`config.mk`:
```
export PLATFORM = sky130hd
export DESIGN_NAME = kmp_substring_search
export DESIGN_NICKNAME = d
export VERILOG_FILES = /design/src/rtl/kmp_pkg.sv /design/src/rtl/kmp_fifo.sv /design/src/rtl/kmp_front.sv /design/src/rtl/kmp_engine.sv /design/src/rtl/kmp_substring_search.sv
export SDC_FILE = /design/constraint.sdc
export NUM_CORES = 2
export LEC_CHECK = 0
export BUFFER_PORTS_ARGS = -buffer_cell sky130_fd_sc_hd__buf_2
export CAP_MARGIN = 20
export CORE_MARGIN = 2
export CORE_UTILIZATION = 52
export CTS_BUF_LIST = sky130_fd_sc_hd__clkbuf_4 sky130_fd_sc_hd__clkbuf_8
export DETAILED_ROUTE_END_ITERATION = 6
export PLACE_DENSITY = 0.74
export SLEW_MARGIN = 20
export SYNTH_ARGS = -nofsm -noshare
export SYNTH_HDL_FRONTEND = slang
export SYNTH_SLANG_ARGS = --single-unit
```
`constraint.sdc`:
```
create_clock -name clk_i -period 5.4 [get_ports clk_i]
set_input_delay 0.27 -clock clk_i [delete_from_list [all_inputs] [get_ports clk_i]]
set_output_delay 0.27 -clock clk_i [all_outputs]
set_load 0.02 [all_outputs]
```
`src/rtl/kmp_pkg.sv`:
```
// ----------------------------------------------------------------------------
// KMP substring search package
// Shared constants, command and result types, and status codes.
// ----------------------------------------------------------------------------
package kmp_pkg;

  localparam int unsigned MaxPattern  = 64;
  localparam int unsigned TextPosBits = 16;
  localparam int unsigned SymW        = 8;
  localparam int unsigned StatusW     = 3;
  localparam int unsigned MatchPosW   = 16;
  localparam int unsigned QueueDepth  = 2;

  typedef enum logic [StatusW-1:0] {
    ST_TAKEN    = 3'd0,
    ST_NOMATCH  = 3'd1,
    ST_MATCH    = 3'd2,
    ST_NOTFOUND = 3'd3,
    ST_IGNORED  = 3'd4,
    ST_ERROR    = 3'd5
  } status_e;

  typedef enum logic {
    OP_PATTERN = 1'b0,
    OP_TEXT    = 1'b1
  } op_e;

  typedef enum logic [1:0] {
    S_IDLE,
    S_TEXT_CMP,
    S_BUILD_LOOP,
    S_BUILD_FIN
  } eng_state_e;

  typedef struct packed {
    op_e             op;
    logic [SymW-1:0] symbol;
    logic            last;
  } cmd_t;

  typedef struct packed {
    status_e              status;
    logic [MatchPosW-1:0] match_position;
  } res_t;

endpackage

```
`src/rtl/kmp_fifo.sv`:
```
// ----------------------------------------------------------------------------
// KMP small queue
// Register-based first-in first-out queue used on both sides of the engine.
// ----------------------------------------------------------------------------
module kmp_fifo #(
  parameter int unsigned Width = 8,
  parameter int unsigned Depth = 2
) (
  input  logic             clk_i,
  input  logic             rst_ni,
  input  logic             push_i,
  input  logic [Width-1:0] data_i,
  output logic             full_o,
  output logic             empty_o,
  output logic [Width-1:0] data_o,
  input  logic             pop_i
);

  localparam int unsigned PtrW = (Depth > 1) ? $clog2(Depth) : 1;
  localparam int unsigned CntW = $clog2(Depth + 1);
  localparam logic [PtrW-1:0] LastPtr = PtrW'(Depth - 1);
  localparam logic [CntW-1:0] FullCnt = CntW'(Depth);

  logic [Width-1:0] mem_q [Depth];
  logic [PtrW-1:0]  wr_ptr_q, wr_ptr_d;
  logic [PtrW-1:0]  rd_ptr_q, rd_ptr_d;
  logic [CntW-1:0]  count_q, count_d;
  logic             do_push, do_pop;

  assign full_o  = (count_q == FullCnt);
  assign empty_o = (count_q == '0);
  assign data_o  = mem_q[rd_ptr_q];
  assign do_push = push_i && !full_o;
  assign do_pop  = pop_i && !empty_o;

  always_comb begin
    wr_ptr_d = wr_ptr_q;
    rd_ptr_d = rd_ptr_q;
    count_d  = count_q;
    if (do_push) begin
      wr_ptr_d = (wr_ptr_q == LastPtr) ? '0 : wr_ptr_q + PtrW'(1);
    end
    if (do_pop) begin
      rd_ptr_d = (rd_ptr_q == LastPtr) ? '0 : rd_ptr_q + PtrW'(1);
    end
    if (do_push && !do_pop) begin
      count_d = count_q + CntW'(1);
    end else if (do_pop && !do_push) begin
      count_d = count_q - CntW'(1);
    end
  end

  always_ff @(posedge clk_i or negedge rst_ni) begin
    if (!rst_ni) begin
      wr_ptr_q <= '0;
      rd_ptr_q <= '0;
      count_q  <= '0;
    end else begin
      wr_ptr_q <= wr_ptr_d;
      rd_ptr_q <= rd_ptr_d;
      count_q  <= count_d;
    end
  end

  always_ff @(posedge clk_i) begin
    if (do_push) begin
      mem_q[wr_ptr_q] <= data_i;
    end
  end

endmodule

```
`src/rtl/kmp_front.sv`:
```
// ----------------------------------------------------------------------------
// KMP front end
// Accepts input bytes, tags them as pattern or text commands and queues them.
// ----------------------------------------------------------------------------
module kmp_front (
  input  logic                        clk_i,
  input  logic                        rst_ni,
  input  logic                        push_i,
  output logic                        full_o,
  input  logic                        op_i,
  input  logic [kmp_pkg::SymW-1:0]    symbol_i,
  input  logic                        last_i,
  output logic                        cmd_valid_o,
  output kmp_pkg::cmd_t               cmd_o,
  input  logic                        cmd_pop_i
);

  import kmp_pkg::*;

  cmd_t                cmd_in;
  logic [$bits(cmd_t)-1:0] cmd_head;
  logic                q_empty;

  always_comb begin
    cmd_in.op     = op_i ? OP_TEXT : OP_PATTERN;
    cmd_in.symbol = symbol_i;
    cmd_in.last   = last_i;
  end

  kmp_fifo #(
    .Width($bits(cmd_t)),
    .Depth(QueueDepth)
  ) u_cmd_fifo (
    .clk_i  (clk_i),
    .rst_ni (rst_ni),
    .push_i (push_i),
    .data_i (cmd_in),
    .full_o (full_o),
    .empty_o(q_empty),
    .data_o (cmd_head),
    .pop_i  (cmd_pop_i)
  );

  assign cmd_valid_o = !q_empty;
  assign cmd_o       = cmd_head;

endmodule

```
`src/rtl/kmp_engine.sv`:
```
// ----------------------------------------------------------------------------
// KMP engine
// Holds the pattern and fallback memories, builds the fallback table and
// walks the text, with at most one memory read per cycle.
// ----------------------------------------------------------------------------
module kmp_engine #(
  parameter int unsigned MaxPattern  = kmp_pkg::MaxPattern,
  parameter int unsigned TextPosBits = kmp_pkg::TextPosBits
) (
  input  logic          clk_i,
  input  logic          rst_ni,
  input  logic          cmd_valid_i,
  input  kmp_pkg::cmd_t cmd_i,
  output logic          cmd_pop_o,
  output logic          res_push_o,
  output kmp_pkg::res_t res_o,
  input  logic          res_full_i
);

  import kmp_pkg::*;

  localparam int unsigned IdxW = $clog2(MaxPattern);
  localparam int unsigned LenW = $clog2(MaxPattern + 1);
  localparam int unsigned TiW  = TextPosBits + 1;
  localparam int unsigned PosW = (TextPosBits > MatchPosW) ? TextPosBits : MatchPosW;
  localparam logic [LenW-1:0] MaxLen = LenW'(MaxPattern);

  // Fallback entries are kept offset by one, so zero stands for restart.
  logic [SymW-1:0] pat_mem [MaxPattern];
  logic [LenW-1:0] fb_mem  [MaxPattern];
  logic [SymW-1:0] pat_rd_q;
  logic [LenW-1:0] fb_rd_q;

  logic            rd_en;
  logic [IdxW-1:0] rd_addr;
  logic            pat_we;
  logic [IdxW-1:0] pat_waddr;
  logic            fb_we;
  logic [IdxW-1:0] fb_waddr;
  logic [LenW-1:0] fb_wdata;

  eng_state_e      state_q, state_d;
  logic [LenW-1:0] plen_q, plen_d;
  logic [LenW-1:0] bidx_q, bidx_d;
  logic [IdxW-1:0] ml_q, ml_d;
  logic [TiW-1:0]  ti_q, ti_d;
  logic            found_q, found_d;
  logic            ready_q, ready_d;
  logic [IdxW-1:0] t_q, t_d;
  logic [SymW-1:0] sym_q, sym_d;
  logic            last_q, last_d;
  logic [SymW-1:0] prev_q, prev_d;

  logic [LenW-1:0] plen_eff, bidx_eff, bidx_dec, fb_dec, t_inc, jn, t2;
  logic [PosW-1:0] pos_full;
  logic            hit;

  always_ff @(posedge clk_i) begin
    if (pat_we) begin
      pat_mem[pat_waddr] <= cmd_i.symbol;
    end
    if (fb_we) begin
      fb_mem[fb_waddr] <= fb_wdata;
    end
    if (rd_en) begin
      pat_rd_q <= pat_mem[rd_addr];
      fb_rd_q  <= fb_mem[rd_addr];
    end
  end

  always_comb begin
    plen_eff  = ready_q ? '0 : plen_q;
    bidx_eff  = ready_q ? '0 : bidx_q;
    bidx_dec  = bidx_eff - LenW'(1);
    fb_dec    = fb_rd_q - LenW'(1);
    t_inc     = LenW'(t_q) + LenW'(1);
    jn        = '0;
    t2        = '0;
    pos_full  = '0;
    hit       = 1'b0;

    state_d   = state_q;
    plen_d    = plen_q;
    bidx_d    = bidx_q;
    ml_d      = ml_q;
    ti_d      = ti_q;
    found_d   = found_q;
    ready_d   = ready_q;
    t_d       = t_q;
    sym_d     = sym_q;
    last_d    = last_q;
    prev_d    = prev_q;

    cmd_pop_o  = 1'b0;
    res_push_o = 1'b0;
    res_o.status         = ST_TAKEN;
    res_o.match_position = '0;
    rd_en     = 1'b0;
    rd_addr   = '0;
    pat_we    = 1'b0;
    pat_waddr = plen_eff[IdxW-1:0];
    fb_we     = 1'b0;
    fb_waddr  = '0;
    fb_wdata  = '0;

    case (state_q)
      S_IDLE: begin
        // A command is taken only with room for its result, so the later
        // result write never has to wait.
        if (cmd_valid_i && !res_full_i) begin
          cmd_pop_o = 1'b1;
          sym_d     = cmd_i.symbol;
          last_d    = cmd_i.last;
          if (cmd_i.op == OP_PATTERN) begin
            ml_d    = '0;
            ti_d    = '0;
            found_d = 1'b0;
            plen_d  = plen_eff;
            bidx_d  = bidx_eff;
            ready_d = 1'b0;
            if (plen_eff >= MaxLen) begin
              res_push_o   = 1'b1;
              res_o.status = ST_ERROR;
              if (cmd_i.last) begin
                plen_d = '0;
                bidx_d = '0;
              end
            end else begin
              pat_we = 1'b1;
              if (plen_eff == '0) begin
                fb_we        = 1'b1;
                fb_waddr     = '0;
                fb_wdata     = '0;
                bidx_d       = '0;
                plen_d       = LenW'(1);
                ready_d      = cmd_i.last;
                prev_d       = cmd_i.symbol;
                res_push_o   = 1'b1;
                res_o.status = ST_TAKEN;
              end else if (bidx_eff == '0) begin
                rd_en   = 1'b1;
                rd_addr = '0;
                t_d     = '0;
                state_d = S_BUILD_FIN;
              end else begin
                rd_en   = 1'b1;
                rd_addr = bidx_dec[IdxW-1:0];
                t_d     = bidx_dec[IdxW-1:0];
                state_d = S_BUILD_LOOP;
              end
            end
          end else if (!ready_q || plen_q == '0) begin
            res_push_o   = 1'b1;
            res_o.status = ST_ERROR;
          end else if (found_q || ti_q[TextPosBits]) begin
            res_push_o   = 1'b1;
            res_o.status = found_q ? ST_IGNORED : ST_ERROR;
            if (cmd_i.last) begin
              ml_d    = '0;
              ti_d    = '0;
              found_d = 1'b0;
            end
          end else begin
            rd_en   = 1'b1;
            rd_addr = (LenW'(ml_q) >= plen_q) ? '0 : ml_q;
            t_d     = rd_addr;
            state_d = S_TEXT_CMP;
          end
        end
      end

      S_TEXT_CMP: begin
        hit = (pat_rd_q == sym_q);
        if (hit || fb_rd_q == '0) begin
          jn   = hit ? t_inc : '0;
          ti_d = ti_q + TiW'(1);
          if (jn >= plen_q) begin
            found_d      = 1'b1;
            ml_d         = '0;
            pos_full     = PosW'(ti_q[TextPosBits-1:0]) + PosW'(1) - PosW'(plen_q);
            res_o.status = ST_MATCH;
            res_o.match_position = pos_full[MatchPosW-1:0];
          end else begin
            ml_d         = jn[IdxW-1:0];
            res_o.status = last_q ? ST_NOTFOUND : ST_NOMATCH;
          end
          if (last_q) begin
            ml_d    = '0;
            ti_d    = '0;
            found_d = 1'b0;
          end
          res_push_o = 1'b1;
          state_d    = S_IDLE;
        end else begin
          rd_en   = 1'b1;
          rd_addr = fb_dec[IdxW-1:0];
          t_d     = fb_dec[IdxW-1:0];
        end
      end

      S_BUILD_LOOP: begin
        hit = (pat_rd_q == prev_q);
        if (hit || fb_rd_q == '0) begin
          t2 = hit ? t_inc : '0;
          if (t2 >= plen_q) begin
            t2 = '0;
          end
          rd_en   = 1'b1;
          rd_addr = t2[IdxW-1:0];
          t_d     = t2[IdxW-1:0];
          state_d = S_BUILD_FIN;
        end else begin
          rd_en   = 1'b1;
          rd_addr = fb_dec[IdxW-1:0];
          t_d     = fb_dec[IdxW-1:0];
        end
      end

      S_BUILD_FIN: begin
        // The optimized entry skips a fallback that would compare the same byte.
        fb_we        = 1'b1;
        fb_waddr     = plen_q[IdxW-1:0];
        fb_wdata     = (sym_q != pat_rd_q) ? t_inc : fb_rd_q;
        bidx_d       = t_inc;
        plen_d       = plen_q + LenW'(1);
        ready_d      = last_q;
        prev_d       = sym_q;
        res_push_o   = 1'b1;
        res_o.status = ST_TAKEN;
        state_d      = S_IDLE;
      end

      default: begin
        state_d = S_IDLE;
      end
    endcase
  end

  always_ff @(posedge clk_i or negedge rst_ni) begin
    if (!rst_ni) begin
      state_q <= S_IDLE;
      plen_q  <= '0;
      bidx_q  <= '0;
      ml_q    <= '0;
      ti_q    <= '0;
      found_q <= 1'b0;
      ready_q <= 1'b0;
    end else begin
      state_q <= state_d;
      plen_q  <= plen_d;
      bidx_q  <= bidx_d;
      ml_q    <= ml_d;
      ti_q    <= ti_d;
      found_q <= found_d;
      ready_q <= ready_d;
    end
  end

  always_ff @(posedge clk_i) begin
    t_q    <= t_d;
    sym_q  <= sym_d;
    last_q <= last_d;
    prev_q <= prev_d;
  end

  a_push_has_room: assert property (@(posedge clk_i) disable iff (!rst_ni)
    res_push_o |-> !res_full_i)
    else $error("result written while the result queue is full");

  a_push_ends_item: assert property (@(posedge clk_i) disable iff (!rst_ni)
    res_push_o |=> state_q == S_IDLE)
    else $error("engine busy after delivering a result");

  a_match_below_len: assert property (@(posedge clk_i) disable iff (!rst_ni)
    ready_q |-> LenW'(ml_q) < plen_q)
    else $error("match length reached the pattern length");

  a_build_index: assert property (@(posedge clk_i) disable iff (!rst_ni)
    state_q == S_BUILD_LOOP |-> LenW'(t_q) < plen_q)
    else $error("table builder index beyond stored pattern");

  a_found_clears: assert property (@(posedge clk_i) disable iff (!rst_ni)
    found_q |-> ml_q == '0)
    else $error("match length kept after a reported match");

endmodule

```
`src/rtl/kmp_substring_search.sv`:
```
// ----------------------------------------------------------------------------
// KMP substring search
// Stores a pattern, builds its optimized fallback table and reports the start
// of the first match in the following text.
// ----------------------------------------------------------------------------
//  channel  | handshake         | fields
//  ---------+-------------------+-------------------------------------
//  input    | push / full       | op_i, symbol_i, last_i
//  result   | pop / empty       | status_o, match_position_o
//
//  Each byte starts in S_IDLE, where refused and ignored bytes and a first
//  pattern byte end. A searched text byte then repeats S_TEXT_CMP per fallback
//  step, as the pattern and fallback memories share a single read port; a later
//  pattern byte repeats S_BUILD_LOOP per fallback step unless the builder index
//  is minus one, then S_BUILD_FIN. Two-entry queues on each side let transfers
//  stall apart. Reset is asynchronous; the memories need no clearing pass.
// ----------------------------------------------------------------------------
module kmp_substring_search #(
  parameter int unsigned MaxPattern  = kmp_pkg::MaxPattern,
  parameter int unsigned TextPosBits = kmp_pkg::TextPosBits
) (
  input  logic                            clk_i,
  input  logic                            rst_ni,
  input  logic                            push,
  output logic                            full,
  input  logic                            op_i,
  input  logic [kmp_pkg::SymW-1:0]        symbol_i,
  input  logic                            last_i,
  output logic                            empty,
  input  logic                            pop,
  output logic [kmp_pkg::StatusW-1:0]     status_o,
  output logic [kmp_pkg::MatchPosW-1:0]   match_position_o
);

  import kmp_pkg::*;

  logic                    cmd_valid;
  cmd_t                    cmd;
  logic                    cmd_pop;
  logic                    res_push;
  res_t                    res_in;
  logic                    res_full;
  logic [$bits(res_t)-1:0] res_head_raw;
  res_t                    res_head;

  kmp_front u_front (
    .clk_i      (clk_i),
    .rst_ni     (rst_ni),
    .push_i     (push),
    .full_o     (full),
    .op_i       (op_i),
    .symbol_i   (symbol_i),
    .last_i     (last_i),
    .cmd_valid_o(cmd_valid),
    .cmd_o      (cmd),
    .cmd_pop_i  (cmd_pop)
  );

  kmp_engine #(
    .MaxPattern (MaxPattern),
    .TextPosBits(TextPosBits)
  ) u_engine (
    .clk_i      (clk_i),
    .rst_ni     (rst_ni),
    .cmd_valid_i(cmd_valid),
    .cmd_i      (cmd),
    .cmd_pop_o  (cmd_pop),
    .res_push_o (res_push),
    .res_o      (res_in),
    .res_full_i (res_full)
  );

  kmp_fifo #(
    .Width($bits(res_t)),
    .Depth(QueueDepth)
  ) u_res_fifo (
    .clk_i  (clk_i),
    .rst_ni (rst_ni),
    .push_i (res_push),
    .data_i (res_in),
    .full_o (res_full),
    .empty_o(empty),
    .data_o (res_head_raw),
    .pop_i  (pop)
  );

  assign res_head         = res_head_raw;
  assign status_o         = res_head.status;
  assign match_position_o = res_head.match_position;

endmodule
```
# Word-level counts from Yosys, hierarchy flattened
# Memories as Yosys holds them, arrays and structs flattened. A register that Yosys moved wholly into a read port is not among the register bits.
# Index checks and enable logic that the tools add are counted.
# classes
add_sub_neg,15
mul,0
n_div,0
magnitude_cmp,4
n_eq_ne,22
shifts,0
n_mux,140
bitwise_logic,0
n_reduce_logical,41
# op_table
operator,n
two-way mux 6 bit,27
two-way mux 17 bit,7
two-way mux 7 bit,16
two-way mux 1 bit,50
case mux 6 bit (3 select lines),2
case mux 17 bit (2 select lines),1
two-way mux 16 bit,2
two-way mux 8 bit,4
zero test 7 bit,4
case mux 7 bit (2 select lines),2
two-way mux 2 bit,13
AND reduction 7 bit,3
two-way mux 19 bit,1
two-way mux 3 bit,6
"adder 17 x 1 -> 17 bit, second input constant",1
"adder 16 x 1 -> 16 bit, second input constant",1
== test 8 bit,2
case mux 8 bit (2 select lines),1
subtractor 16 x 7 -> 16 bit,1
>= comparator 7 bit,2
"inequality test 3 bit, second input constant",4
case mux 6 bit (2 select lines),1
"subtractor 6 x 1 -> 6 bit, second input constant",2
logical AND 1 bit,9
other kinds (27),60
# word_totals
register_bits,72
latch_bits,0
ramBits,1018
rom_bits,0
in_bits,14
n_memories,4
# memory_table
name,words,word_bits,rd,rd_ports_with_merged_regs,write_ports,line_no,source
u_engine.pat_mem,64,8,1,1,1,kmp_engine.sv:29,logic [SymW-1:0] pat_mem [MaxPattern];
u_engine.fb_mem,64,7,1,1,1,kmp_engine.sv:30,logic [LenW-1:0] fb_mem [MaxPattern];
u_res_fifo.mem_q,2,19,1,0,1,kmp_fifo.sv:24,logic [Width-1:0] mem_q [Depth];
u_front.u_cmd_fifo.mem_q,2,10,1,0,1,kmp_fifo.sv:24,

# Longest topological paths before layout
# depth
depth_word,12
mapped_depth,21
ltp_nobuf,15

# Hierarchy
# A second synthesis with hierarchy kept.
# hier_totals
cells_unflattened,2969
hier_area_um2,46468.3
# modules_own_cells
mod,n_inst,cells_each,area_each_um2,seq_area_each_um2
kmp_engine,1,2840,43978.4,30994.7
kmp_fifo at u_res_fifo,1,78,1566.5,1241.2
kmp_fifo at u_front.u_cmd_fifo,1,50,919.6,700.7
kmp_front,1,1,3.8,0.0

# Least setup slack after synthesis
# OpenSTA, ideal clock, no wires.
# synth_timing
kind,flip-flop to flip-flop
startpoint,register u_engine.pat_rd_q[1] (read register of u_engine.pat_mem)
endpoint,memory u_engine.fb_mem[0][2] in the netlist's numbering (data pin)
setup_time_ps,720
arrival_ps,4217
path_slack_ps,462
stages_incl_launch_ff,7
n_path_buf,2
cell_sequence,edfxtp_1 xor2_1 nor4_2 nand2_1 clkbuf_1 buf_1 a211oi_1
# synth_via
elab_chain_cells,3
# synth_rtl
element,line_no,source
start: declaration,kmp_engine.sv:31,logic [SymW-1:0] pat_rd_q;
inequality test 8 bit,kmp_engine.sv:223,fb_wdata = (sym_q != pat_rd_q) ? t_inc : fb_rd_q;
two-way mux 7 bit,kmp_engine.sv:223,
two-way mux 7 bit,n/a,
named net u_engine.fb_wdata[2],kmp_engine.sv:40,logic [LenW-1:0] fb_wdata;
end: declaration,kmp_engine.sv:30,
# The timed path passes the listed nets, and every way through them passes these cells.

# Worst setup path after layout
# layout_timing
startpoint,register u_engine.pat_rd_q[6] (read register of u_engine.pat_mem)
endpoint,register u_engine.fb_rd_q[2] (read register of u_engine.fb_mem) (data pin)
# layout_via
elab_chain_cells,6
# layout_rtl
element,line_no,source
== test 8 bit,kmp_engine.sv:202,hit = (pat_rd_q == prev_q);
two-way mux 7 bit,kmp_engine.sv:204,t2 = hit ? t_inc : '0;
>= comparator 7 bit,kmp_engine.sv:205,if (t2 >= plen_q) begin
two-way mux 6 bit,kmp_engine.sv:205,
two-way mux 6 bit,kmp_engine.sv:203,if (hit || fb_rd_q == '0) begin
case mux 6 bit (3 select lines),kmp_engine.sv:106,case (state_q)
end: declaration,kmp_engine.sv:32,logic [LenW-1:0] fb_rd_q;
# Parallel ways exist; a longest one is shown, timed or not.
# A chain may end at the register's enable or synchronous reset.

==> run metrics <==
status complete, but fails checks; violated checks DRC; Crit-path slowest cell nor2_1; WL/cell 25.5 um; max_slew headroom 20.9%; CTS tree built; final WL 130,000 um; most frequent cells in the layout edfxtp_1 (1,056), nor2_1 (407), nand2_1 (384); total gr overflow 0; CP peak stage delay 0.92 ns; area leader, netlist edfxtp_1; Seq/Total Area, Yosys 69.5%; Starting Density 52.6%; Clk Latency, worst-skew pair 0.87 ns; I/O Buffers 34; Top Ports 35; Die X-Extent 306 um; TritonCTS Sinks 1,105; HP Class input port to asynchronous set/reset pin; most used cell, CP nor2_1; DRC 1; number of max-cap violations 0; layout cells sized above 1 14.1%; Die Y-Extent 306 um; critical path class flip-flop to flip-flop; sum of negative setup slack 0 ns; first-pass GRT wire length 192,000 um; Synth Register Bits 1,105; Slew @ Worst Pin between 1 and 1.5 ns; Synth Flop Type edfxtp_1; htree depth 4; ys async rst share 4.43%; Root Buffer clkbuf_8; top post-synthesis cells by area edfxtp_1 (67%), nor3_1 (3.7%), nor2_1 (3.2%), nand2_1 (3.1%), dfrtp_1 (2.6%); Initial DRT Pass Iterations 7; unrepaired setup endpoints after global routing false; DR vias/cell 6.34; initial antenna violation count 2; Cell Area, Synth 0.0474 mm2; largest net degree at the start of global routing between 100 and 150; CTS clock-pin slew for the worst setup and hold paths 0.06 ns; CP required 6.11 ns; Cells after Synth 3,654; crit-path cells xor2_1, nor4_2, nand2_1, buf_4, nor2_1, ha_1, a21o_1, a21oi_1, o21ai_2, a211o_1, nor3_1, nor2_1, nor2_1, buf_4, o21ai_0, a31oi_1, or4_1; Final Max Tran Viols 0; PwrDens 596 mW/mm2; most common cell after layout, fill and taps aside edfxtp_1; Peak VDD IR 0.000728 V; Net count, final 3,865; EDFF count, synth around 1,100; area of the multi-input gates approximately 0.013 mm2; max frequency 193 MHz; antenna-violating nets left 0; # rows between 100 and 150; Placer Congestion 0.971; # fillers 6,885; Worst Setup Start Kind flip-flop; Final Cycle Share a little over nine tenths; die area 0.0935 mm2; Leak 18.3 nW; # setup viols final 0; CORE AREA between 0.09 and 0.1 mm2; Tot Pwr about 0.032 W; vias in the first global route 30,513; endpoint class of the critical path flip-flop; Avg Inst Size Synth about 13 um2; gr usage total 27.4%; Synth top area share about two thirds; Syn Nets between 3,000 and 4,000; final hold violation count 0; Via Count 32,375; Detail Placement HPWL 82,600 um; Synth cell types 82; Synth-to-Final Area Change 12.0%; CTS Buffer Depth 3; Syn. warnings 0; cts bufs inserted 172; Crit Path Max Fanout 12; critical path arrival 5.91 ns; skew final about 0.047 ns; Sequential Area 0.0329 mm2; post-layout min period 5.19 ns; Initial DRC Count roughly 5,000
final timing paths:
kind                                       from  slack, ns                              to  cells past startpoint
setup / recovery           u_engine.pat_rd_q[6]       0.21             u_engine.fb_rd_q[2]                     17
hold / removal                           rst_ni       0.07               u_engine.ti_q[13]                      3
setup reg to reg           u_engine.pat_rd_q[6]       0.21             u_engine.fb_rd_q[2]                     17
hold reg to reg             u_res_fifo.wr_ptr_q       0.50             u_res_fifo.wr_ptr_q                      1
max in group asynchronous                rst_ni       4.85              u_engine.bidx_q[3]                      3
min in group clk_i                  symbol_i[5]       0.16  u_front.u_cmd_fifo.mem_q[1][6]                      2
timing repair:
item | 4_1_cts | 5_1_grt
buffers inserted | 0 | 2
hold endpoints to repair | 74 | 0
gates resized for setup | 0 | 6
hold buffers | 13 | 0
endpoints found under the setup margin | 0 | 14
worst max-delay path, delay by kind of cell, from the launching register on:
kind / cells / cell delay (ns)
DFF: 1 / 0.42
and+or+nand+nor: 7 / 2.13
AOI/OAI and AO/OA: 6 / 1.52
buffers and inverters: 2 / 0.56
adders and majority gates: 1 / 0.25
xor gates and xnor gates: 1 / 0.17
cell usage after synthesis, drive strengths merged, types with 42 or more instances:
cell / number
nand4: 45
nor3: 354
mux2i: 99
nor2: 409
nand2: 386
clkbuf: 119
dfrtp: 49
or3: 42
mux2: 48
edfxtp: 1056
ha: 64
nand3: 149
o21ai: 123
buf: 100
a21oi: 86
o211ai: 53
where the power goes:
| group | internal, W | switching [W] |
|---|---|---|
| logic | 0.00397 | 0.00958 |
| clock network | 0.00375 | 0.00331 |
| registers | 0.0107 | 0.000317 |
| total | 0.0184 | 0.0132 |
layer usage:
| metal | routed length, um | vias to the layer above | track usage (%) |
|---|---|---|---|
| met3 | 15400 | 338 | 6.28 |
| met4 | 5340 | 0 | 12.0 |
| met1 | 50400 | 15681 | 37.8 |
| li1 | - | 14110 | - |
| met5 | 0 | - | 0 |
| met2 | 59200 | 2246 | 41.9 |
logic make-up after synthesis:
| family | share of synthesized area, % |
|---|---|
| buffers and inverters | 2.36 |
| adders and majority gates | 1.73 |
| DFF | 69.5 |
| xor gates and xnor gates | 1.11 |
| muxes | 3.23 |
| and+or+nand+nor | 14.4 |
| AOI/OAI and AO/OA | 7.61 |
registers in the layout, summed over array words and instances (netlist names):
signal,count
u_engine.bidx_q,7
u_engine.fb_mem,448
u_engine.fb_rd_q,7
u_engine.found_q,1
u_engine.last_q,1
u_engine.ml_q,6
u_engine.pat_mem,512
u_engine.pat_rd_q,8
u_engine.plen_q,7
u_engine.prev_q,8
u_engine.ready_q,1
u_engine.state_q,2
u_engine.sym_q,8
u_engine.t_q,6
u_engine.ti_q,17
u_front.u_cmd_fifo.count_q,2
u_front.u_cmd_fifo.mem_q,20
u_front.u_cmd_fifo.rd_ptr_q,1
u_front.u_cmd_fifo.wr_ptr_q,1
u_res_fifo.count_q,2
u_res_fifo.mem_q,38
u_res_fifo.rd_ptr_q,1
u_res_fifo.wr_ptr_q,1
layout make-up:
type	instances	area share (%)
diodes	1	0.00472
clock buffers	236	5.46
clock inverters	79	1.08
inverters	42	0.297
multi-input cells	2288	25.4
flip-flops and latches	1105	62.1
well taps	1176	2.77
repair buffers	177	2.88
through the flow:
stage	instance area (um2)	utilization [%]	setup slack, ns	hold WS (ns)	std cells
4_1_cts	52900	58.7	0.0886	0.0364	5097
3_5_place_dp	49300	54.7	0.0965	0.432	4769
6_report	53000	58.8	0.208	0.0700	5104
3_3_place_gp	49300	54.7	0.168	0.426	4768
5_1_grt	53000	58.8	0.0298	0.120	5104
2_1_floorplan	47400	-	0.462	-0.0256	3654
Power figures use the tool's default switching activity.
